===== src/rtl/sfc_pkg.sv =====
// Shared types and constants for the serial frame checker.
package sfc_pkg;

   localparam int unsigned CSR_IDX_W = 4;

   localparam logic [CSR_IDX_W-1:0] REG_HANDSET_ID    = 4'd0;
   localparam logic [CSR_IDX_W-1:0] REG_CONTROLLER_ID = 4'd1;

   localparam logic [7:0] HANDSET_ID_RST    = 8'd241;
   localparam logic [7:0] CONTROLLER_ID_RST = 8'd242;

   localparam logic [7:0] END_MARKER     = 8'h7E;
   localparam logic [8:0] FRAME_OVERHEAD = 9'd6;

   localparam int unsigned OUT_PARAMS = 4;

   typedef enum logic [2:0] {
      ST_OK          = 3'd0,
      ST_COUNT_BIG   = 3'd1,
      ST_SRC_MISMATCH = 3'd2,
      ST_SRC_UNKNOWN = 3'd3,
      ST_SIZE_BAD    = 3'd4,
      ST_CSUM_BAD    = 3'd5,
      ST_END_BAD     = 3'd6
   } sfc_status_type;

   // one received byte moving from the input register into the frame logic
   typedef struct packed {
      logic       fire;
      logic [7:0] rx_byte;
      logic       buffer_end;
   } sfc_item_type;

   typedef struct packed {
      logic                          valid;
      sfc_status_type                status;
      logic [7:0]                    source_id;
      logic [7:0]                    command_code;
      logic [2:0]                    param_count;
      logic [OUT_PARAMS-1:0][7:0]    param_bytes;
   } sfc_result_type;

endpackage


===== src/rtl/sfc_in_stage.sv =====
// Input register for received bytes.
module sfc_in_stage (
   input  logic                 clock,
   input  logic                 reset,
   input  logic                 req_tvalid,
   output logic                 req_tready,
   input  logic [7:0]           req_tdata,
   input  logic                 req_tlast,
   input  logic                 slot_free,
   output sfc_pkg::sfc_item_type item
);
   import sfc_pkg::*;

   logic       valid_ff, valid_in;
   logic [7:0] byte_ff;
   logic       last_ff;
   logic       advance;
   logic       accept;

   // only a buffer end produces a result, so only it needs a free output slot
   assign advance    = !last_ff || slot_free;
   assign req_tready = !valid_ff || advance;
   assign accept     = req_tvalid && req_tready;

   always_comb begin
      valid_in = valid_ff;
      if (accept) begin
         valid_in = 1'b1;
      end else if (advance) begin
         valid_in = 1'b0;
      end
   end

   always_ff @(posedge clock) begin
      if (reset) begin
         valid_ff <= 1'b0;
      end else begin
         valid_ff <= valid_in;
      end
   end

   always_ff @(posedge clock) begin
      if (accept) begin
         byte_ff <= req_tdata;
         last_ff <= req_tlast;
      end
   end

   assign item.fire       = valid_ff && advance;
   assign item.rx_byte    = byte_ff;
   assign item.buffer_end = last_ff;

endmodule


===== src/rtl/sfc_frame_core.sv =====
// Per-buffer frame state, source id registers and the frame checks.
module sfc_frame_core #(
   parameter int unsigned MAX_PARAMS = 4
) (
   input  logic                          clock,
   input  logic                          reset,
   input  sfc_pkg::sfc_item_type         item,
   input  logic                          csr_valid,
   input  logic [sfc_pkg::CSR_IDX_W-1:0] csr_index,
   input  logic [7:0]                    csr_data,
   output sfc_pkg::sfc_result_type       result
);
   import sfc_pkg::*;

   localparam int unsigned PIDX_W = (MAX_PARAMS > 1) ? $clog2(MAX_PARAMS) : 1;
   localparam logic [7:0]  MAX_P8 = 8'(MAX_PARAMS);

   logic [7:0] handset_id_ff, controller_id_ff;

   logic [7:0] byte_index_ff, byte_index_in;
   logic [7:0] first_src_ff, first_src_in;
   logic [7:0] second_src_ff, second_src_in;
   logic [7:0] command_ff, command_in;
   logic [7:0] count_ff, count_in;
   logic [7:0] sum_ff, sum_in;
   logic [7:0] prev_ff, prev_in;
   logic [7:0] param_ff [MAX_PARAMS];

   logic [7:0]        b;
   logic [7:0]        k;
   logic              p_we;
   logic [PIDX_W-1:0] p_idx;
   logic [8:0]        size;
   sfc_status_type    status;
   logic              ok;

   assign b     = item.rx_byte;
   assign k     = byte_index_ff - 8'd4;
   assign p_idx = k[PIDX_W-1:0];

   always_ff @(posedge clock) begin
      if (reset) begin
         handset_id_ff    <= HANDSET_ID_RST;
         controller_id_ff <= CONTROLLER_ID_RST;
      end else if (csr_valid) begin
         case (csr_index)
            REG_HANDSET_ID:    handset_id_ff    <= csr_data;
            REG_CONTROLLER_ID: controller_id_ff <= csr_data;
            default: ;
         endcase
      end
   end

   // header capture and running checksum for the current byte
   always_comb begin
      first_src_in  = first_src_ff;
      second_src_in = second_src_ff;
      command_in    = command_ff;
      count_in      = count_ff;
      sum_in        = sum_ff;
      p_we          = 1'b0;
      case (byte_index_ff)
         8'd0: first_src_in  = b;
         8'd1: second_src_in = b;
         8'd2: begin
            command_in = b;
            sum_in     = sum_ff + b;
         end
         8'd3: begin
            count_in = b;
            sum_in   = sum_ff + b;
         end
         default: begin
            if (count_ff <= MAX_P8 && k < count_ff && k < MAX_P8) begin
               p_we   = 1'b1;
               sum_in = sum_ff + b;
            end
         end
      endcase
   end

   // checks in priority order, on the state including this byte
   assign size = {1'b0, byte_index_ff} + 9'd1;

   always_comb begin
      if (count_in > MAX_P8) begin
         status = ST_COUNT_BIG;
      end else if (first_src_in != second_src_in) begin
         status = ST_SRC_MISMATCH;
      end else if (first_src_in != handset_id_ff && first_src_in != controller_id_ff) begin
         status = ST_SRC_UNKNOWN;
      end else if (size != FRAME_OVERHEAD + {1'b0, count_in}) begin
         status = ST_SIZE_BAD;
      end else if (prev_ff != sum_in) begin
         status = ST_CSUM_BAD;
      end else if (b != END_MARKER) begin
         status = ST_END_BAD;
      end else begin
         status = ST_OK;
      end
   end

   assign ok = (status == ST_OK);

   always_comb begin
      if (item.buffer_end) begin
         byte_index_in = '0;
         prev_in       = '0;
      end else begin
         prev_in       = b;
         byte_index_in = (byte_index_ff == 8'hFF) ? byte_index_ff : byte_index_ff + 8'd1;
      end
   end

   always_ff @(posedge clock) begin
      if (reset) begin
         byte_index_ff <= '0;
         first_src_ff  <= '0;
         second_src_ff <= '0;
         command_ff    <= '0;
         count_ff      <= '0;
         sum_ff        <= '0;
         prev_ff       <= '0;
      end else if (item.fire) begin
         byte_index_ff <= byte_index_in;
         prev_ff       <= prev_in;
         if (item.buffer_end) begin
            first_src_ff  <= '0;
            second_src_ff <= '0;
            command_ff    <= '0;
            count_ff      <= '0;
            sum_ff        <= '0;
         end else begin
            first_src_ff  <= first_src_in;
            second_src_ff <= second_src_in;
            command_ff    <= command_in;
            count_ff      <= count_in;
            sum_ff        <= sum_in;
         end
      end
   end

   // parameter bytes are always rewritten before a good frame reads them
   always_ff @(posedge clock) begin
      if (item.fire && p_we) begin
         param_ff[p_idx] <= b;
      end
   end

   for (genvar j = 0; j < OUT_PARAMS; j++) begin : g_out
      if (j < MAX_PARAMS) begin : g_have
         logic [7:0] pv;
         assign pv = (p_we && p_idx == PIDX_W'(j)) ? b : param_ff[j];
         assign result.param_bytes[j] = (ok && 8'(j) < count_in) ? pv : 8'd0;
      end else begin : g_none
         assign result.param_bytes[j] = 8'd0;
      end
   end

   assign result.valid        = item.fire && item.buffer_end;
   assign result.status       = status;
   assign result.source_id    = ok ? first_src_in : 8'd0;
   assign result.command_code = ok ? command_in : 8'd0;
   assign result.param_count  = ok ? count_in[2:0] : 3'd0;

endmodule


===== src/rtl/sfc_out_stage.sv =====
// Result register toward the response channel.
module sfc_out_stage (
   input  logic                    clock,
   input  logic                    reset,
   input  sfc_pkg::sfc_result_type result,
   output logic                    slot_free,
   output logic                    rsp_tvalid,
   input  logic                    rsp_tready,
   output logic [55:0]             rsp_tdata,  // source_id, command_code, param_count, param_byte0..3
   output logic [2:0]              rsp_tuser   // status
);
   import sfc_pkg::*;

   logic           valid_ff, valid_in;
   sfc_result_type res_ff;

   assign slot_free = !valid_ff || rsp_tready;

   always_comb begin
      valid_in = valid_ff;
      if (result.valid) begin
         valid_in = 1'b1;
      end else if (rsp_tready) begin
         valid_in = 1'b0;
      end
   end

   always_ff @(posedge clock) begin
      if (reset) begin
         valid_ff <= 1'b0;
      end else begin
         valid_ff <= valid_in;
      end
   end

   always_ff @(posedge clock) begin
      if (result.valid) begin
         res_ff <= result;
      end
   end

   assign rsp_tvalid = valid_ff;
   assign rsp_tuser  = res_ff.status;
   assign rsp_tdata  = {5'd0,
                        res_ff.param_bytes[3], res_ff.param_bytes[2],
                        res_ff.param_bytes[1], res_ff.param_bytes[0],
                        res_ff.param_count, res_ff.command_code, res_ff.source_id};

endmodule


===== src/rtl/serial_frame_checker_top.sv =====
// Serial frame checker: validates received additive-checksum frames.
//
// Takes one received byte per cycle on req_ unless stalled (tlast marks the last byte of
// a buffer) and gives one result per buffer on rsp_, once its last byte has passed the
// input register and the result register. A byte passes from the input register through
// the frame checks and state update, and a buffer end lands in the result register. The
// input stalls only when a buffer end sits in the input register while the previous
// result has not been taken. rsp_tuser carries the status; on any failure rsp_tdata is
// all zero. Source id registers are written through csr_, which is always ready.
module serial_frame_checker_top #(
   parameter int unsigned MAX_PARAMS = 4
) (
   input  logic                          clock,
   input  logic                          reset,
   input  logic                          req_tvalid,
   output logic                          req_tready,
   input  logic [7:0]                    req_tdata,  // rx_byte
   input  logic                          req_tlast,
   output logic                          rsp_tvalid,
   input  logic                          rsp_tready,
   output logic [55:0]                   rsp_tdata,  // source_id, command_code, param_count,
                                                     // param_byte0..param_byte3, zero pad
   output logic [2:0]                    rsp_tuser,  // status
   input  logic                          csr_valid,
   output logic                          csr_ready,
   input  logic [sfc_pkg::CSR_IDX_W-1:0] csr_index,
   input  logic [7:0]                    csr_data
);
   import sfc_pkg::*;

   sfc_item_type   item;
   sfc_result_type result;
   logic           slot_free;

   assign csr_ready = 1'b1;

   sfc_in_stage u_in (
      .clock      (clock),
      .reset      (reset),
      .req_tvalid (req_tvalid),
      .req_tready (req_tready),
      .req_tdata  (req_tdata),
      .req_tlast  (req_tlast),
      .slot_free  (slot_free),
      .item       (item)
   );

   sfc_frame_core #(.MAX_PARAMS(MAX_PARAMS)) u_core (
      .clock     (clock),
      .reset     (reset),
      .item      (item),
      .csr_valid (csr_valid && csr_ready),
      .csr_index (csr_index),
      .csr_data  (csr_data),
      .result    (result)
   );

   sfc_out_stage u_out (
      .clock      (clock),
      .reset      (reset),
      .result     (result),
      .slot_free  (slot_free),
      .rsp_tvalid (rsp_tvalid),
      .rsp_tready (rsp_tready),
      .rsp_tdata  (rsp_tdata),
      .rsp_tuser  (rsp_tuser)
   );

endmodule


===== config.mk =====
export PLATFORM = sky130hd
export DESIGN_NAME = serial_frame_checker_top
export DESIGN_NICKNAME = d
export VERILOG_FILES = /design/src/rtl/sfc_pkg.sv /design/src/rtl/sfc_in_stage.sv /design/src/rtl/sfc_frame_core.sv /design/src/rtl/sfc_out_stage.sv /design/src/rtl/serial_frame_checker_top.sv
export SDC_FILE = /design/constraint.sdc
export NUM_CORES = 1
export LEC_CHECK = 0
export CAP_MARGIN = 20
export CORE_ASPECT_RATIO = 1.25
export CORE_MARGIN = 4
export CORE_UTILIZATION = 37
export CTS_BUF_LIST = sky130_fd_sc_hd__clkbuf_8
export CTS_CLUSTER_DIAMETER = 120
export DETAILED_ROUTE_END_ITERATION = 10
export DONT_BUFFER_PORTS = 1
export PLACE_DENSITY = 0.61
export SLEW_MARGIN = 0
export SYNTH_ARGS = -nofsm -noshare
export SYNTH_HDL_FRONTEND = slang
export SYNTH_SLANG_ARGS = --single-unit

===== constraint.sdc =====
create_clock -name clock -period 7.05 [get_ports clock]
set_input_delay 0.3525 -clock clock [delete_from_list [all_inputs] [get_ports clock]]
set_output_delay 0.3525 -clock clock [all_outputs]
set_load 0.02 [all_outputs]

==> impl_metrics.toml <==
[pwr]
p_leak_uw = 0.00332
powerDensity_nw_per_um2 = 186
p_total_uw = 1920
max-vdd-ir-drop_mv = 0.100
power.switching_uw = 544
power.internal_uw = 1370
seq_power_share_pct = 56.5
p_comb_share_pct = 8.3
netSwitchingFraction_pct = 28.4
clockPowerShare_pct = 35.3

[critical_path]
worstSetupPathType = "register to register"
cp-end-kind = "register"
crit_start = "u_core.byte_index_ff[2]"
critPathMaxFanout = 52
rr_worst_depth = 14
r2r_slack_ns = 1.46
critical_path_required_ns = 7.23
cp_data_arrival_time_ns = 5.77
regToRegStartpoint = "u_core.byte_index_ff[2]"
start_kind = "register"
reg2reg_to = "u_out.rsp_tuser[2]"

[cells_and_area]
final_nets = 1007
area_growth_pct = 8.45
layoutNonFillerInstCount = 1305
antenna_cells = 0
drive_above_1_share_pct = 13.1
finalInstanceArea_sq_um = 10300

[route]
wire_per_inst_um = 20.4
viasPerCell = 5.78
vias = 7549
drtIter0Drc = 737
final_antenna_net_count = 0
drc = 0
first_pass_iters = 5
wl_um = 26600

[clocking]
clockBufferDepth = 2
cts_made_buffers = 17
worstSkewPairLatency_ns = 0.46
postCtsHoldBufs = 15
htreeDepth = 4
clockRootBuffer = "clkbuf_8"
cts_sinks = 169
ctsResizeCount = 0
cts_setup_buffers = 0
cts_tree = "done"
clkTransAtPathRegs_ns = 0.11

[sta]
rsz0062_at_grt = "false"
skew_ns = 0.0233
setup_violations = 0
min_period_over_period_pct = 79.3
slew_viol_final = 0
tns_ns = 0
maxSlewHeadroom_pct = 34.1
tightest_slew_ns = 0.989
timing.hold.ws_ns = 0.0291
fmax_mhz = 179
post-route-min-period_ns = 5.59
final_hold_viol_count = 0

[hold_path]
hold_depth = 2
min_to = "u_core.controller_id_ff[0]"
worst_hold_path_type = "input pin to register"
min_from = "csr_data[0]"

[synthesis]
synthSimpleGateAreaFrac_pct = 22.3
yosysWarnings = 0
synth_edf_count = 95
avgSynthCellArea_sq_um = 9.77
ys_ff_latch = 169
synthXorXnorAreaFrac_pct = 3.66
synth_compound_area_share_pct = 17.8
synthAdderAreaFrac_pct = 3.25
synth_top_family_by_area = "simple AND/OR/NAND/NOR gates"
synth_mux_area_share_pct = 2.44
synthCells = 970
syn_area_sq_um = 9480
synth_common_cells = "edfxtp_1, nor2_1, nand2_1, dfxtp_1, a21oi_1"
synth_top_area_cell = "edfxtp_1"
ys_seq_area_share_pct = 45.7
async_reset_ff_share_pct = 0
ys.flop_type = "edfxtp_1"
ys_types = 81
yosys.area.top_type_share_pct = 30.1
synthMostInstantiatedCell = "edfxtp_1"
ys_top_cells_by_area = "edfxtp_1, dfxtp_1, nor3_2"

[floorplanning]
dieHeight_um = 187
die_x_um = 151
row_count = 65
core_sq_um = 25200
start_util_pct = 37.6
ios = 88
dieArea_sq_um = 28300

[placement]
place.gp.congestion = 0.910
io_buffer_count = 0
dp_hpwl_um = 18200
dp.cells = 1258
post_dp_cell_area_sq_um = 9730

[outcome]
status = "finished clean"

[global_route]
grt_usage_pct = 18.6
grt_pass1_vias = 7214
grt_overflow = 0
grt_pass1_wl_um = 40900
grt_max_degree = 74
antenna_found_initial = 1

[flow_run]
cap_violations = 0
area by class of cell:
type | count | area [sq um]
fillers | 2488 | 14900
well taps | 335 | 419
inverters | 28 | 105
flip-flops and latches | 169 | 4330
multi-input cells | 710 | 4750
repair buffers | 31 | 288
clock inverters | 15 | 146
clock buffers | 17 | 234
placed cells by master (no fill, tap or decap), types with 6 or more instances in the layout:
master         instances
mux2i_1               22
xor2_1                20
buf_4                 16
o22ai_1                7
o211ai_1              10
nand4_1                9
o31ai_1                6
conb_1                 6
nor2_1                90
inv_1                 28
a221oi_1               6
edfxtp_1              95
and2_1                10
o21ai_1                6
nand2_1               76
dfxtp_1               74
a221o_1                6
nor3b_1                6
nor3_2                51
a31oi_1                6
nand3_1               23
nand3b_1               6
a211o_1               11
dlygate4sd3_1         14
nor3_1                16
nor2b_1               18
or3_1                  9
a22oi_1               38
xnor2_1               17
ha_1                  23
clkbuf_8              17
or2_2                  6
and3_1                15
a21oi_1               61
o21ai_0               47
metal layers:
| metal | part of all wire [%] | wire length, um | track usage (%) | vias to the layer above |
|---|---|---|---|---|
| met5 | 0.053 | 14 | 0 | - |
| met4 | 3.3 | 880 | 7.47 | 2 |
| met3 | 5.9 | 1570 | 3.42 | 60 |
| met2 | 49 | 13000 | 30.8 | 280 |
| met1 | 42 | 11100 | 23.8 | 3645 |
| li1 | - | - | - | 3562 |
cells by family after synthesis:
kind of cell | Yosys count
compound gates | 251
xor+xnor | 38
fa+ha+maj | 24
buf+inv | 95
flops | 169
mux | 23
other cells | 2
simple gates | 368
worst max path at each step:
stage                               end
floorplan           u_out.rsp_tdata[26]
global placement     u_out.rsp_tuser[2]
detailed placement   u_out.rsp_tuser[2]
CTS                  u_out.rsp_tuser[2]
global route         u_out.rsp_tuser[2]
finish               u_out.rsp_tuser[2]
state kept, by name, indices dropped and copies added, names as in the netlist, 8 cells and up:
signal,flops
u_core.byte_index_ff,8
u_core.command_ff,8
u_core.controller_id_ff,8
u_core.count_ff,8
u_core.first_src_ff,8
u_core.handset_id_ff,8
u_core.param_ff,32
u_core.prev_ff,8
u_core.second_src_ff,8
u_core.sum_ff,8
u_in.byte_ff,8
u_out.rsp_tdata,51
stage by stage:
stage / setup WS [ns] / utilization (%)
floorplan: 3.14 / -
global placement: 1.67 / 38.6
detailed placement: 1.50 / 38.6
CTS: 1.49 / 40.8
global route: 0.981 / 40.8
finish: 1.46 / 40.8
critical path, stage by stage, from the launching register on:
cell     delay (ns)
dfxtp_1        0.39
inv_1          0.16
ha_1           0.17
nor3b_2        0.78
and3_1         0.74
mux2i_1        0.64
ha_1           0.36
xor2_1         0.19
xnor2_1        0.15
xnor2_1        0.14
nand4_1        0.10
nor4_1         0.66
nand4_4        0.13
buf_4          0.39
nor2b_1        0.26
power by group through the flow:
stage / clock network (uW) / logic, uW / registers [uW]
floorplan: 0 / 108 / 1100
global placement: 0 / 139 / 1110
detailed placement: 0 / 141 / 1110
CTS: 693 / 157 / 1080
global route: 738 / 172 / 1080
finish: 676 / 158 / 1080
Note: power is estimated with default switching activity, not from simulation.
